**src/sv/occ_div.sv**
```systemverilog
// Restoring divider, one quotient bit per cycle, for cell quantization.
// Depends on nothing; instantiated by the top level.
module occ_div #(
  parameter int NW = 27,
  parameter int DENW = 11
) (
  input  logic            clk,
  input  logic            rst_n,
  input  logic            start,
  input  logic [NW-1:0]   num,
  input  logic [DENW-1:0] den,
  output logic            done,
  output logic [NW-1:0]   quot
);

  localparam int CNTW = $clog2(NW + 1);

  logic [CNTW-1:0] cnt_r, cnt_nxt;
  logic [DENW-1:0] rem_r, rem_nxt;
  logic [NW-1:0]   q_r, q_nxt;
  logic [DENW-1:0] den_r, den_nxt;
  logic            done_r, done_nxt;
  logic [DENW:0]   trial;

  // load on start, else one shift and subtract step
  always_comb begin
    cnt_nxt  = cnt_r;
    rem_nxt  = rem_r;
    q_nxt    = q_r;
    den_nxt  = den_r;
    done_nxt = 1'b0;
    trial    = {rem_r, q_r[NW-1]};
    if (start) begin
      cnt_nxt = CNTW'(NW);
      rem_nxt = '0;
      q_nxt   = num;
      den_nxt = den;
    end else if (cnt_r != '0) begin
      cnt_nxt = cnt_r - 1'b1;
      if (trial >= {1'b0, den_r}) begin
        rem_nxt = DENW'(trial - {1'b0, den_r});
        q_nxt   = {q_r[NW-2:0], 1'b1};
      end else begin
        rem_nxt = trial[DENW-1:0];
        q_nxt   = {q_r[NW-2:0], 1'b0};
      end
      done_nxt = (cnt_r == CNTW'(1));
    end
  end

  always_ff @(posedge clk) begin
    if (!rst_n) begin
      cnt_r  <= '0;
      done_r <= 1'b0;
    end else begin
      cnt_r  <= cnt_nxt;
      done_r <= done_nxt;
    end
  end

  always_ff @(posedge clk) begin
    rem_r <= rem_nxt;
    q_r   <= q_nxt;
    den_r <= den_nxt;
  end

  assign done = done_r;
  assign quot = q_r;

endmodule

```
**config.mk**
```make
export PLATFORM = sky130hd
export DESIGN_NAME = occ_div
export DESIGN_NICKNAME = d
export VERILOG_FILES = /design/src/sv/occ_div.sv
export SDC_FILE = /design/constraint.sdc
export NUM_CORES = 1
export LEC_CHECK = 0
export BUFFER_PORTS_ARGS = -buffer_cell sky130_fd_sc_hd__buf_2
export CORE_UTILIZATION = 47
export CTS_BUF_LIST = sky130_fd_sc_hd__clkbuf_16
export DETAILED_ROUTE_END_ITERATION = 6
export PLACE_DENSITY = 0.72
export SKIP_CTS_REPAIR_TIMING = 1
export SYNTH_ARGS = -nofsm -noshare
export SYNTH_HDL_FRONTEND = slang
export SYNTH_SLANG_ARGS = --single-unit
```
**constraint.sdc**
```tcl
create_clock -name clk -period 3.9 [get_ports clk]
set_input_delay 0.78 -clock clk [delete_from_list [all_inputs] [get_ports clk]]
set_output_delay 0.78 -clock clk [all_outputs]
set_load 0.01 [all_outputs]
```
==> results by group <==
Logic synthesis
  • Syn Std Cell Area: roughly 0.0028 mm^2
  • Yosys reg bits: 55
  • Main combinational cell family by area after synthesis: multiplexers
  • Synth async-reset ratio: 0
  • Synth Flop Type: edfxtp_1
  • Syn nets: 293
  • Ys Warns: 0
  • Simple-gate share of the synthesized area: 0.0976
  • Avg Inst Size Synth: 12.0 um^2
  • Post-Synth Adder-Cell Area: 0.0642
  • Post-Synthesis Cells: 238
  • Sequential area share after synthesis: 0.521
  • Post-synthesis compound-gate area fraction: 0.123
  • Post-synthesis cell type count: 52
  • Synth Area in XOR/XNOR: 0.0246
  • Mux share of post-synthesis cell area: 0.128
  • EDFF count, synth: 38

Final layout
  • Final non-filler cell area: 0.00338 mm^2
  • Filler cells: 483
  • Register area: 0.00148 mm^2
  • Area growth syn-to-layout: 18.8%
  • Share of post-route cells with drive strength above 1: 0.358
  • Area of the multi-input gates: 0.00124 mm^2
  • Ant diodes: 0
  • NumNets Final: 361

Clock network
  • Clk slew on worst S/H paths: around 70 ps
  • CTS Buf Count: 5
  • H-tree depth: 2
  • CTS root buffer: clkbuf_16
  • Clock sinks: 55
  • CTS tree: done
  • Longest Clk Path Bufs: 2
  • Clock Latency Late Sink: 290 ps

Global route
  • Gr ovfl total: 0
  • Global Route Usage Sum: 0.182
  • Number of global-route vias before repair: 1933
  • Pin count of the biggest net entering global routing: 51
  • First-pass GRT wire length: 8.90 mm
  • Initial antenna violation count: 0

Drt
  • Number of DRC markers in iteration 0: about 140
  • Via count: between 2000 and 2500
  • Vias per cell: 5.36
  • Drt pass-1 iters: 4
  • Antenna viol nets, final: 0
  • Detailed Route WL: 5.40 mm
  • Residual DRC: 0
  • WL/cell: 14.3 um

Setup path
  • Critical path arrival: 2960 ps
  • R2R Path Start: quot[26]$_DFFE_PP_
  • Critical Setup Path Class: reg2reg
  • R2R Setup Slk: 1130 ps
  • Critical path peak fanout: 16
  • Cell count of the worst reg-to-reg path: 9
  • Worst path required time: 4090 ps
  • CP max stage cell: o22a_1
  • Worst-path cell chain: inv_1, ha_1, fa_1, nor2b_1, o31ai_1, a22oi_1, o22a_1, o32ai_1, a31o_1
  • Critical Path Max Stage Delay: 680 ps
  • Reg2reg end: rem_r[10]$_SDFFE_PP0P_
  • Setup crit start kind: register
  • CP endpoint kind: register

Floorplan
  • Die height: 79.8 um
  • Boundary pin count: 69
  • Die width: 79.8 um
  • FP Rows: 27
  • Initial Util: 0.501
  • CORE AREA: 0.00568 mm^2
  • Die footprint: 0.00637 mm^2

Power
  • VDD IR max: 0.000318 V
  • Pwr Density: 458 mW/mm^2
  • LEAKAGE: 1.47 nW

Place
  • Port Buffers: 68
  • Dpl ws: about 1100 ps
  • DPL Wire Length: 3.76 mm
  • Post-DP Area: ~0.0032 mm^2
  • Final Wtd Congestion: 0.861

Hold path
  • Worst hold start: rem_r[7]$_SDFFE_PP0P_
  • Min-delay worst type: reg2reg
  • Hold path depth: 2
  • Worst hold path endpoint: rem_r[7]$_SDFFE_PP0P_

Outcome
  • Status: complete, no violations

Timing
  • Final Max Slew Viols: 0
  • Slew HR: 0.311
  • Slew @ Worst Pin: a little over 1000 ps
  • Final setup TNS: 0 ps
  • Endpoints failing hold: 0
  • Final-report setup violation count: 0
  • Worst hold-check slack: 485 ps
  • Final worst-path cycle share: 0.710
  • Clock Skews: 5.27 ps
  • F_max: 361 MHz
  • Setup ws final: between 1000 and 1500 ps
  • Final worst path period need: ~2800 ps
  • RSZ-0062 raised after global routing: false

Run
  • Number of max-cap violations: 0
## synthesized netlist by cell type (2+ instances only)
master    count  area share
a31oi_1       3      0.0066
ha_1         13       0.057
xor2_1        2      0.0062
mux2_2       27        0.11
nor2_1       15       0.020
o31ai_1       2      0.0053
nor3_2        2      0.0070
nand2b_1      3      0.0066
nor3_1        6       0.011
o21a_1        7       0.018
a21oi_1       7       0.012
clkbuf_1      4      0.0053
nand2_1      12       0.016
a21o_1        4       0.011
nand4_1       2      0.0044
nor2b_1       3      0.0066
o21ai_0       8       0.014
xnor2_1       6       0.018
a311oi_2      2       0.011
mux2i_1       6       0.021
dfxtp_1      17        0.12
edfxtp_1     38        0.40
inv_1        18       0.024
buf_1         3      0.0040
## cells by family after synthesis
| family | Yosys count |
|---|---|
| multiplexers | 33 |
| flip-flops | 55 |
| adder cells (fa/ha/maj) | 14 |
| XOR/XNOR | 8 |
| AO/OA/AOI/OAI | 48 |
| buffers and inverters | 27 |
| AND/OR/NAND/NOR | 53 |
## how the worst max path moves through the flow
stage                                startpoint                      to  slack [ps]
final                        quot[26]$_DFFE_PP_  rem_r[10]$_SDFFE_PP0P_        1130
after floorplan           rem_r[8]$_SDFFE_PP0P_       quot[0]$_DFFE_PP_        1480
after global routing         quot[26]$_DFFE_PP_  rem_r[10]$_SDFFE_PP0P_         890
after global placement       quot[26]$_DFFE_PP_  rem_r[10]$_SDFFE_PP0P_        1190
after detailed placement     quot[26]$_DFFE_PP_  rem_r[10]$_SDFFE_PP0P_        1140
after CTS                    quot[26]$_DFFE_PP_  rem_r[10]$_SDFFE_PP0P_        1110
## power by group
part           total [mW]  leakage (nW)  internal [mW]  switching (mW)
registers           0.746         0.532          0.706          0.0402
logic               0.367         0.867          0.175           0.192
clock network       0.436        0.0710          0.235           0.201
total                1.55          1.47           1.12           0.433
## cell type report
class | instances | area share
inverters | 18 | 0.0200
clock inverters | 3 | 0.00481
flip-flops and latches | 55 | 0.438
multi-input cells | 156 | 0.368
well taps | 72 | 0.0267
clock buffers | 5 | 0.0370
repair buffers | 70 | 0.105
## metal layers
layer,up-vias,global-route usage,part of all wire
li1,1016,-,-
met1,933,0.248,0.48
met2,76,0.288,0.44
met3,5,0.0457,0.069
met4,0,0.0482,0.011
met5,-,0,0
## cells in the final DEF (no fill, tap or decap), types with 2 or more instances in the layout
| cell | synthesis | layout |
|---|---|---|
| dfxtp_1 | 17 | 17 |
| o31ai_1 | 2 | 2 |
| a311oi_2 | 2 | 2 |
| nand2_1 | 12 | 12 |
| nor3_2 | 2 | 2 |
| mux2_2 | 27 | 27 |
| xor2_1 | 2 | 2 |
| o21ai_0 | 8 | 8 |
| clkbuf_16 | 0 | 5 |
| buf_2 | 0 | 68 |
| nor2_1 | 15 | 15 |
| edfxtp_1 | 38 | 38 |
| buf_4 | 0 | 2 |
| nand2b_1 | 3 | 3 |
| inv_1 | 18 | 19 |
| o21a_1 | 7 | 7 |
| a31oi_1 | 3 | 3 |
| a21o_1 | 4 | 4 |
| mux2i_1 | 6 | 6 |
| nor2b_1 | 3 | 3 |
| ha_1 | 13 | 13 |
| a21oi_1 | 7 | 7 |
| nor3_1 | 6 | 6 |
| nand4_1 | 2 | 2 |
| xnor2_1 | 6 | 6 |
## stage by stage
step	cells	utilization	power, mW
6_report	379	0.595	1.55
3_3_place_gp	371	0.571	1.12
4_1_cts	379	0.595	1.56
3_5_place_dp	371	0.571	1.12
5_1_grt	379	0.595	1.63
2_1_floorplan	238	-	1.01
## flip-flops by register name, summed over array words and instances (netlist names)
name / count
quot: 27
done: 1
rem_r: 11
cnt_r: 5
den_r: 11
## worst max-delay path: cells and delay by family (launching register included)
family | cells | cell delay (ps)
AOI/OAI and AO/OA | 5 | 1390
adders and majority gates | 2 | 620
buffers and inverters | 1 | 60
DFF | 1 | 390
and+or+nand+nor | 1 | 220
Power figures use the tool's default switching activity.
